`src/hdl/brb_pkg.sv`:
```
// Shared types and codes for the byte ring buffer FIFO.
// No dependencies; used by brb_ctrl and the top level.
package brb_pkg;

  // Operation selected by each input item
  typedef enum logic [2:0] {
    MODE_PUT     = 3'd0,
    MODE_GET     = 3'd1,
    MODE_AHEAD   = 3'd2,
    MODE_ADVANCE = 3'd3,
    MODE_FLUSH   = 3'd4
  } brb_mode_t;

  localparam int unsigned BYTE_W  = 8;
  localparam int unsigned DIST_N  = 256;   // number of distance codes
  localparam logic [7:0]  SAT_MAX = 8'hFF;

  // Status of one item, handed from the pointer unit to the output side
  typedef struct packed {
    logic       done;
    logic [7:0] batch;
    logic [7:0] fill;
    logic [7:0] free;
    logic       empty;
    logic       full;
  } brb_status_t;

endpackage

```
`src/hdl/brb_ram.sv`:
```
// Generic single-clock RAM: one write port, one read port, registered read.
// No dependencies.
module brb_ram #(
  parameter int unsigned WIDTH = 8,
  parameter int unsigned DEPTH = 256
) (
  input  logic                     clk,
  input  logic                     we,
  input  logic [$clog2(DEPTH)-1:0] waddr,
  input  logic [WIDTH-1:0]         wdata,
  input  logic                     re,
  input  logic [$clog2(DEPTH)-1:0] raddr,
  output logic [WIDTH-1:0]         rdata
);

  logic [WIDTH-1:0] mem_r [DEPTH];

  always_ff @(posedge clk) begin
    if (we) begin
      mem_r[waddr] <= wdata;
    end
    if (re) begin
      rdata <= mem_r[raddr];
    end
  end

endmodule

```
`src/hdl/brb_ctrl.sv`:
```
// Pointer unit: read/write pointers, batch counter, memory requests, status.
// Depends on brb_pkg.
module brb_ctrl #(
  parameter int unsigned SLOTS = 256,
  parameter int unsigned PW    = 8
) (
  input  logic                clk,
  input  logic                rst_n,
  input  logic                go,
  input  logic [2:0]          mode,
  input  logic [7:0]          data_in,
  input  logic [7:0]          distance,
  input  logic                last_in,
  output logic                mem_we,
  output logic [PW-1:0]       mem_waddr,
  output logic [7:0]          mem_wdata,
  output logic                mem_re,
  output logic [PW-1:0]       mem_raddr,
  output logic                is_get,
  output brb_pkg::brb_status_t status
);

  localparam int unsigned CW = (PW > 8) ? PW : 8;
  localparam logic [PW-1:0] TOP   = PW'(SLOTS - 1);
  localparam logic [PW:0]   SLOTS_X = (PW+1)'(SLOTS);

  logic [PW-1:0] wp_r, wp_nxt, rp_r, rp_nxt;
  logic [7:0]    batch_r, batch_nxt, total;
  logic [PW-1:0] dist_mod_tbl [brb_pkg::DIST_N];
  logic [PW-1:0] dist_mod, wp_inc, rp_inc, wp_off;
  logic [PW:0]   off_sum, diff;
  logic [PW-1:0] fill, free;
  logic [CW-1:0] fill_x, free_x;
  logic          full_now, empty_now, done;

  // Distance reduced modulo SLOTS, worked out at elaboration
  for (genvar g = 0; g < brb_pkg::DIST_N; g++) begin : g_dmod
    assign dist_mod_tbl[g] = PW'(g % SLOTS);
  end

  always_comb begin
    dist_mod  = dist_mod_tbl[distance];
    wp_inc    = (wp_r == TOP) ? '0 : wp_r + 1'b1;
    rp_inc    = (rp_r == TOP) ? '0 : rp_r + 1'b1;
    off_sum   = {1'b0, wp_r} + {1'b0, dist_mod};
    wp_off    = (off_sum >= SLOTS_X) ? PW'(off_sum - SLOTS_X) : off_sum[PW-1:0];
    full_now  = (wp_inc == rp_r);
    empty_now = (wp_r == rp_r);
  end

  // Operation decode
  always_comb begin
    wp_nxt    = wp_r;
    rp_nxt    = rp_r;
    done      = 1'b0;
    mem_we    = 1'b0;
    mem_waddr = wp_r;
    mem_wdata = data_in;
    mem_re    = 1'b0;
    mem_raddr = rp_r;
    is_get    = 1'b0;
    unique case (brb_pkg::brb_mode_t'(mode))
      brb_pkg::MODE_PUT: begin
        if (!full_now) begin
          mem_we = go;
          wp_nxt = wp_inc;
          done   = 1'b1;
        end
      end
      brb_pkg::MODE_GET: begin
        is_get = 1'b1;
        if (!empty_now) begin
          mem_re = go;
          rp_nxt = rp_inc;
          done   = 1'b1;
        end
      end
      brb_pkg::MODE_AHEAD: begin
        mem_we    = go;
        mem_waddr = wp_off;
      end
      brb_pkg::MODE_ADVANCE: begin
        wp_nxt = wp_off;
      end
      brb_pkg::MODE_FLUSH: begin
        wp_nxt = '0;
        rp_nxt = '0;
      end
      default: begin
      end
    endcase
  end

  // Batch count and status after the item
  always_comb begin
    total     = (done && batch_r != brb_pkg::SAT_MAX) ? batch_r + 1'b1 : batch_r;
    batch_nxt = last_in ? '0 : total;
    diff      = {1'b0, wp_nxt} - {1'b0, rp_nxt};
    fill      = diff[PW] ? PW'(diff + SLOTS_X) : diff[PW-1:0];
    free      = TOP - fill;
    fill_x    = CW'(fill);
    free_x    = CW'(free);
    status.done  = done;
    status.batch = total;
    status.fill  = (fill_x > CW'(255)) ? brb_pkg::SAT_MAX : fill_x[7:0];
    status.free  = (free_x > CW'(255)) ? brb_pkg::SAT_MAX : free_x[7:0];
    status.empty = (wp_nxt == rp_nxt);
    status.full  = (((wp_nxt == TOP) ? '0 : wp_nxt + 1'b1) == rp_nxt);
  end

  always_ff @(posedge clk) begin
    if (!rst_n) begin
      wp_r    <= '0;
      rp_r    <= '0;
      batch_r <= '0;
    end else if (go) begin
      wp_r    <= wp_nxt;
      rp_r    <= rp_nxt;
      batch_r <= batch_nxt;
    end
  end

endmodule

```
`src/hdl/byte_ring_buffer_fifo_top.sv`:
```
// Top level of the byte ring buffer FIFO: stream ports, store clearing, result registers.
// Depends on brb_pkg, brb_ram and brb_ctrl.
//
// A byte FIFO of SLOTS entries that always leaves one entry empty, so it holds
// at most SLOTS-1 bytes. Each input transfer carries one operation (put, get,
// write ahead of the write pointer, advance the write pointer, flush) and
// yields exactly one result transfer with the byte read, a done flag, the
// running batch total (reset after a transfer with tlast) and the fill/free
// counts plus empty/full flags after the operation. The byte store is one
// synchronous RAM; after reset the block walks it and zeroes one entry per
// cycle, and in_tready stays low until every entry is cleared. From then
// on an item is accepted every cycle while results drain: the pointer update
// and the RAM access happen on the accepting edge, the RAM's registered read
// puts the item in a pending stage, and it moves from there into the output
// register once that register is empty or drains. With the output stalled,
// one item waits there and one in the pending stage, and in_tready drops.
module byte_ring_buffer_fifo_top #(
  parameter int unsigned SLOTS = 256
) (
  input  logic        clk,
  input  logic        rst_n,
  input  logic        in_tvalid,
  output logic        in_tready,
  input  logic [23:0] in_tdata,   // mode[2:0], data_in[10:3], distance[18:11], zero pad
  input  logic        in_tlast,   // last_in
  output logic        out_tvalid,
  input  logic        out_tready,
  output logic [39:0] out_tdata   // data_out[7:0], done_res[8], batch_total[16:9],
                                  // fill_count[24:17], free_count[32:25],
                                  // is_empty[33], is_full[34], zero pad
);

  localparam int unsigned PW = $clog2(SLOTS);
  localparam logic [PW-1:0] TOP = PW'(SLOTS - 1);

  // Store clearing sweep
  logic          clr_r, clr_nxt;
  logic [PW-1:0] clr_addr_r, clr_addr_nxt;

  // Pending stage (waits for RAM read data) and output register
  logic                 pend_r, pend_nxt;
  logic                 pend_get_r;
  brb_pkg::brb_status_t pend_st_r;
  logic                 out_valid_r, out_valid_nxt;
  logic [39:0]          out_data_r;

  logic                 accept, pend_move;
  brb_pkg::brb_status_t st;
  logic                 is_get;
  logic                 c_we, c_re;
  logic [PW-1:0]        c_waddr, c_raddr;
  logic [7:0]           c_wdata, rdata, rd_byte;
  logic                 ram_we;
  logic [PW-1:0]        ram_waddr;
  logic [7:0]           ram_wdata;

  // Pending item may advance when the output register is empty or drains now
  assign pend_move = pend_r && (!out_valid_r || out_tready);
  assign in_tready = !clr_r && (!pend_r || pend_move);
  assign accept    = in_tvalid && in_tready;

  brb_ctrl #(
    .SLOTS (SLOTS),
    .PW    (PW)
  ) u_ctrl (
    .clk       (clk),
    .rst_n     (rst_n),
    .go        (accept),
    .mode      (in_tdata[2:0]),
    .data_in   (in_tdata[10:3]),
    .distance  (in_tdata[18:11]),
    .last_in   (in_tlast),
    .mem_we    (c_we),
    .mem_waddr (c_waddr),
    .mem_wdata (c_wdata),
    .mem_re    (c_re),
    .mem_raddr (c_raddr),
    .is_get    (is_get),
    .status    (st)
  );

  // Clearing sweep owns the write port until it finishes
  always_comb begin
    ram_we    = clr_r ? 1'b1 : c_we;
    ram_waddr = clr_r ? clr_addr_r : c_waddr;
    ram_wdata = clr_r ? '0 : c_wdata;
  end

  brb_ram #(
    .WIDTH (brb_pkg::BYTE_W),
    .DEPTH (SLOTS)
  ) u_store (
    .clk   (clk),
    .we    (ram_we),
    .waddr (ram_waddr),
    .wdata (ram_wdata),
    .re    (c_re),
    .raddr (c_raddr),
    .rdata (rdata)
  );

  always_comb begin
    clr_nxt      = clr_r && (clr_addr_r != TOP);
    clr_addr_nxt = clr_r ? clr_addr_r + 1'b1 : clr_addr_r;
    pend_nxt     = accept || (pend_r && !pend_move);
    out_valid_nxt = pend_move || (out_valid_r && !out_tready);
    // A get that found the buffer empty reports zero
    rd_byte      = (pend_get_r && pend_st_r.done) ? rdata : '0;
  end

  // Control state
  always_ff @(posedge clk) begin
    if (!rst_n) begin
      clr_r       <= 1'b1;
      clr_addr_r  <= '0;
      pend_r      <= 1'b0;
      out_valid_r <= 1'b0;
    end else begin
      clr_r       <= clr_nxt;
      clr_addr_r  <= clr_addr_nxt;
      pend_r      <= pend_nxt;
      out_valid_r <= out_valid_nxt;
    end
  end

  // Payload: capture status on accept, assemble the result on the move
  always_ff @(posedge clk) begin
    if (accept) begin
      pend_get_r <= is_get;
      pend_st_r  <= st;
    end
    if (pend_move) begin
      out_data_r <= {5'b0, pend_st_r.full, pend_st_r.empty, pend_st_r.free,
                     pend_st_r.fill, pend_st_r.batch, pend_st_r.done, rd_byte};
    end
  end

  assign out_tvalid = out_valid_r;
  assign out_tdata  = out_data_r;

endmodule

```
`config.mk`:
```
export PLATFORM = sky130hd
export DESIGN_NAME = byte_ring_buffer_fifo_top
export DESIGN_NICKNAME = d
export VERILOG_FILES = /design/src/hdl/brb_pkg.sv /design/src/hdl/brb_ram.sv /design/src/hdl/brb_ctrl.sv /design/src/hdl/byte_ring_buffer_fifo_top.sv
export SDC_FILE = /design/constraint.sdc
export NUM_CORES = 2
export LEC_CHECK = 0
export BUFFER_PORTS_ARGS = -buffer_cell sky130_fd_sc_hd__clkbuf_2
export CAP_MARGIN = 20
export CORE_MARGIN = 5
export CORE_UTILIZATION = 35
export CTS_BUF_LIST = sky130_fd_sc_hd__clkbuf_16
export CTS_CLUSTER_DIAMETER = 50
export CTS_CLUSTER_SIZE = 30
export DETAILED_ROUTE_END_ITERATION = 8
export PLACE_DENSITY_LB_ADDON = 0.05
export SETUP_SLACK_MARGIN = 0.2
export SLEW_MARGIN = 10
export SYNTH_ARGS = -nofsm -noshare
export SYNTH_HDL_FRONTEND = slang
export SYNTH_SLANG_ARGS = --single-unit
export TNS_END_PERCENT = 100
```
`constraint.sdc`:
```
create_clock -name clk -period 8.65 [get_ports clk]
set_clock_uncertainty 0.05 [all_clocks]
set_input_delay 0.4325 -clock clk [delete_from_list [all_inputs] [get_ports clk]]
set_output_delay 0.4325 -clock clk [all_outputs]
set_load 0.02 [all_outputs]
```
Word level (Yosys, flattened, before mapping) --
Memory sizes are Yosys's and may differ from the RTL's. A register that Yosys moved wholly into a read port is not among the register bits. Index checks and enable logic that the tools add are counted.
Word-level totals: bits in registers 98, RAM bits 2048, memory bits (read-only) 2048, input bits 29, output and inout port bits 42, memories 2
Operators by class: $add $sub $neg 10, order comparisons 4, equality and inequality tests 13, multiplexer cells 27, bitwise operators 1, reductions and logical operators 18
Memory list:
- (name not given) | depth 256, width 8, rd ports 1, clocked after Yosys merged registers in 0, write ports 0, line brb_ctrl.sv:42 | dist_mod = dist_mod_tbl[distance];
- u_store.mem_r | depth 256, width 8, rd ports 1, clocked after Yosys merged registers in 1, write ports 1, line brb_ram.sv:16 | logic [WIDTH-1:0] mem_r [DEPTH];
Operator list (number):
- 2-to-1 mux 8 bit | 14
- adder 8 x 1 -> 8 bit (second input constant) | 6
- == test 8 bit | 4
- == test 8 bit (second input constant) | 3
- case mux 8 bit (3 select lines) | 1
- greater-or-equal comparator 9 bit (second input constant) | 2
- greater-than comparator 8 bit (second input constant) | 2
- inequality test 8 bit (second input constant) | 2
- case mux 8 bit (2 select lines) | 1
- adder 8 x 8 -> 9 bit | 1
- 2-to-1 mux 1 bit | 9
- NOT 8 -> 9 bit | 1
- subtractor 8 x 8 -> 9 bit | 1
- logical AND 1 bit | 8
- subtractor 8 x 1 -> 8 bit (second input constant) | 1
- subtractor 8 bit (first input constant) | 1
- == test 3 x 2 -> 1 bit (second input constant) | 2
- zero test 1 bit | 5
- logical OR 1 bit | 4
- case mux 1 bit (2 select lines) | 2
- == test 3 x 1 -> 1 bit (second input constant) | 1
- == test 3 bit (second input constant) | 1
- zero test 3 bit | 1

Longest topological paths before layout --
depth in word-level cells 13, mapped depth 19, gate-level depth less buffers 19

By module --
Synthesis repeated with hierarchy kept, for this count alone.
Second synthesis, totals: cell total of the unflattened synthesis 4359, area, all modules 85672.2 um^2
By module, submodules not included:
- brb_ram | instances 1, cells an instance 3733, area an instance 79636.4 um^2
- brb_ctrl | instances 1, cells an instance 479, area an instance 3414.5 um^2
- byte_ring_buffer_fifo_top | instances 1, cells an instance 147, area an instance 2621.3 um^2

Worst setup path before layout --
OpenSTA, ideal clock, no wires.
kind register to register, start point register clr_r, end point memory u_store.mem_r[0][0], data pin, arrival time 7.113 ns, data required time 7.154 ns, path slack 0.040 ns, stages on the path, launching flop included 5, period minus slack after synthesis 8.610 ns, path through dfxtp_1 -> clkbuf_1 -> clkbuf_1 -> clkbuf_1 -> nor2b_1
Between the ends: word-level cells in the longest chain between the ends 1
RTL lines:
- from (decl) | line byte_ring_buffer_fifo_top.sv:37 | logic clr_r, clr_nxt;
- from (signal assigned) | line byte_ring_buffer_fifo_top.sv:119 | clr_r <= clr_nxt;
- 2-to-1 mux 8 bit | line byte_ring_buffer_fifo_top.sv:86 | ram_wdata = clr_r ? '0 : c_wdata;
- via ram_wdata[0] | line byte_ring_buffer_fifo_top.sv:55 | logic [7:0] ram_wdata;
- to (decl) | line brb_ram.sv:16
The timed path passes the listed nets, and every way through them passes these cells.

Final worst setup path --
start point register u_ctrl.wp_r[0], end point memory u_store.mem_r[75][5], enable pin
Between the ends: word-level cells in the longest chain between the ends 8
RTL lines:
- from (decl) | line brb_ctrl.sv:27 | logic [PW-1:0] wp_r, wp_nxt, rp_r, rp_nxt;
- from (signal assigned) | line brb_ctrl.sv:117 | wp_r <= wp_nxt;
- adder 8 x 1 -> 8 bit / == test 8 bit (equally long branches) | line brb_ctrl.sv:43 | wp_inc = (wp_r == TOP) ? '0 : wp_r + 1'b1;
- 2-to-1 mux 8 bit | line brb_ctrl.sv:43
- == test 8 bit | line brb_ctrl.sv:47 | full_now = (wp_inc == rp_r);
- 2-to-1 mux 1 bit | line brb_ctrl.sv:64 | if (!full_now) begin
- case mux 1 bit (2 select lines) | line brb_ctrl.sv:62 | unique case (brb_pkg::brb_mode_t'(mode))
- 2-to-1 mux 1 bit | line byte_ring_buffer_fifo_top.sv:84 | ram_we = clr_r ? 1'b1 : c_we;
- 2-to-1 mux 1 bit | line brb_ram.sv:19 | if (we) begin
- 2-to-1 mux 1 bit (implied by the code) | line brb_ram.sv:20 | mem_r[waddr] <= wdata;
Parallel ways exist; a longest one is shown, timed or not.

==> impl_metrics.tcl <==
set metrics [dict create \
    fin_crit_ns 5.898 \
    routabilityCongestion 0.7602 \
    arrival_ns 6.31 \
    syn_to_final_growth_pct 15.05 \
    start_util_pct 35.23 \
    holdBufCountCts 5 \
    dpl_cell_area_um2 89040 \
    final_area_um2 97570 \
    crit_required_ns 9.06 \
    cts.sink_count 2154 \
    p_switching_mw 4.880 \
    grt-ovfl-total 0 \
    peakVddDrop_v 0.0001718 \
    hold_viol_final 0 \
    slew_violations 0 \
    clock_latency_ns 0.86 \
    cp_max_fo 15 \
    drt-vias-per-instance 5.208 \
    die_x_um 502.2 \
    num_vias 38555 \
    p_clk_share_pct 48.2 \
    synth_edf_count 2119 \
    fin_cells 7403 \
    cts_tree "done" \
    grt_setup_unrepaired "no" \
    post_cts_buffers 0 \
    cts_root_buffer "clkbuf_16" \
    die_h_um 502.2 \
    syn_inst 3836 \
    antenna_found_initial 4 \
    intPower_mw 17.34 \
    powerDensity_nw_per_um2 227.7 \
    wl_mm 226.7 \
    synthTopCellsByArea "edfxtp_1 (75%), mux4_2 (18%), nor2_1 (1.4%)" \
    slew_headroom_pct 17.74 \
    post-route-drc-count 0 \
    synth_area_per_cell_um2 22.11 \
    htreeDepth 4 \
    final.setup.tns_ns 0 \
    ctsResizeCount 0 \
    pin_count 71 \
    p_comb_share_pct 0.9 \
    drive_gt1_share_pct 30.50 \
    ys_warn_count 0 \
    portBuffers 60 \
    worst_slack_ns 2.752 \
    p_seq_share_pct 50.9 \
    synth_area_leader_cell "edfxtp_1" \
    core.rowCount 180 \
    dieArea_um2 252300 \
    ys_ff_latch 2154 \
    startpoint_type "flip-flop" \
    p_sw_share_pct 21.97 \
    ys_seq_area_share_pct 75.86 \
    async_reset_ff_share_pct 0 \
    p_leak_nw 29.95 \
    grt_max_degree 193 \
    firstDrtPassIters 7 \
    criticalPathCategory "flip-flop to flip-flop" \
    grtUsageTotal_pct 17.86 \
    grt_pass1_wl_mm 318.5 \
    fmax_mhz 169.6 \
    endpoint_kind "flip-flop" \
    place_inst 6943 \
    fin_crit_sh_pct 68.18 \
    cts-buffers-inserted 236 \
    cts_buffer_depth 3 \
    ant_nets 0 \
    dpl.hpwl_mm 136.1 \
    p_total_mw 22.22 \
    drt_iter0_drc 3023 \
    dp_slack_ns 2.639 \
    setup_violations 0 \
    grt_pass1_vias 39985 \
    synth_cell_types 82 \
    hold_class "input port to flip-flop" \
    wire_per_inst_um 30.62 \
    max-cap-violations 0 \
    final_nets 4051 \
    netlist_area_um2 84810 \
    status "completed" \
    core_um2 240800 \
    worst_pin_slew_ns 1.229 \
    clk_pin_slew_worst_paths_ns 0.08 \
    ys.flop_type "edfxtp_1" \
    synth_top_area_share_pct 75.03 \
    fillers 21079 \
]
cell type report:
type | instances | area, um^2 | share of cell area (%)
antenna | 5 | 12.51 | 0.01282
inverter | 32 | 127.6 | 0.1308
timing repair buffer | 130 | 975.9 | 1.000
tap | 3185 | 3985 | 4.084
clock inverter | 212 | 2511 | 2.574
clock buffer | 238 | 5956 | 6.104
multi-input combinational | 1447 | 19650 | 20.14
sequential | 2154 | 64350 | 65.95
routing by layer:
metal	vias to the layer above	GRT usage [%]	routed length (um)
met5	-	0	0
met4	0	3.235	3570
met3	255	2.640	8112
met2	725	29.74	112400
met1	21038	25.33	102600
li1	16537	-	-
metrics by stage:
step | hold WS [ns] | util [%]
after global placement | 0.3514 | 36.98
after floorplan | 0.3503 | -
after CTS | 0.1471 | 40.52
after global routing | 0.1990 | 40.52
after detailed placement | 0.3565 | 36.98
final | 0.1997 | 40.53
critical path, cell delays in order, from the launching register on:
cell and delay, ns:
dfxtp_1 0.70, ha_1 0.39, nand3_1 0.18, nor2_2 0.36
mux2_2 0.38, a211o_1 0.25, and4_4 0.27, o21ai_0 0.21
a21oi_1 0.16, or3_1 0.44, nor2_1 0.74, nand2_1 0.50
nor2_1 0.88
synthesized netlist by cell type (all sizes together) (20+ instances only):
library cell and count:
buf 77, a21oi 20, mux4 680, xnor2 30
dfxtp 35, nor2 313, nand2 103, nor2b 21
clkbuf 130, edfxtp 2119, inv 30, o21ai 38
final timing paths:
kind | slack, ns | startpoint | cells past startpoint | end
hold / removal | 0.20 | in_tdata[6] | 3 | u_store.mem_r[155][3]$_DFFE_PP_
setup / recovery | 2.75 | u_ctrl.wp_r[0]$_SDFFE_PN0P_ | 12 | u_store.mem_r[75][5]$_DFFE_PP_
setup reg to reg | 2.75 | u_ctrl.wp_r[0]$_SDFFE_PN0P_ | 12 | u_store.mem_r[75][5]$_DFFE_PP_
hold reg to reg | 0.35 | pend_st_r[3]$_DFFE_PP_ | 0 | out_tdata[26]$_DFFE_PP_
cells in the final DEF, fill, tap and decap left out, types with 13 or more instances in the layout:
cell / Yosys / routed
mux4_2: 680 / 680
clkinvlp_4: 0 / 28
xor2_1: 14 / 14
o21ai_0: 36 / 36
clkinv_2: 0 / 15
inv_1: 29 / 37
edfxtp_1: 2119 / 2119
and2_1: 16 / 16
clkinv_4: 0 / 17
nor2_1: 312 / 310
inv_8: 0 / 37
clkbuf_16: 0 / 238
clkbuf_2: 0 / 60
buf_4: 7 / 54
xnor2_1: 30 / 30
dfxtp_1: 35 / 29
inv_6: 0 / 40
bufinv_16: 0 / 24
nand3_1: 16 / 16
ha_1: 19 / 19
nand2_1: 103 / 95
and3_1: 13 / 13
clkinv_8: 0 / 24
a21oi_1: 19 / 19
clkinv_1: 2 / 13
kinds of logic after synthesis:
| group | after synthesis | share of synthesized area [%] |
|---|---|---|
| compound gates | 139 | 1.151 |
| simple gates | 547 | 2.873 |
| other cells | 1 | 0.004422 |
| buf+inv | 239 | 1.121 |
| fa+ha+maj | 21 | 0.3275 |
| xor+xnor | 45 | 0.4810 |
| flops | 2154 | 75.86 |
| mux | 690 | 18.19 |
flip-flops by register name, indices dropped and copies added, names as in the netlist, 8 cells and up:
register	flops
u_store.rdata	8
u_ctrl.batch_r	8
pend_st_r	27
out_tdata	35
u_store.mem_r	2048
clr_addr_r	8
u_ctrl.mem_raddr	8
u_ctrl.wp_r	8
power groups by stage:
stage / Combinational [mW] / Sequential [mW] / Clock, mW
floorplan: 0.102 / 11.5 / 0
global placement: 0.209 / 11.5 / 0
detailed placement: 0.209 / 11.5 / 0
CTS: 0.212 / 11.3 / 11.0
global route: 0.221 / 11.3 / 11.4
finish: 0.207 / 11.3 / 10.7
Power figures use the tool's default switching activity.
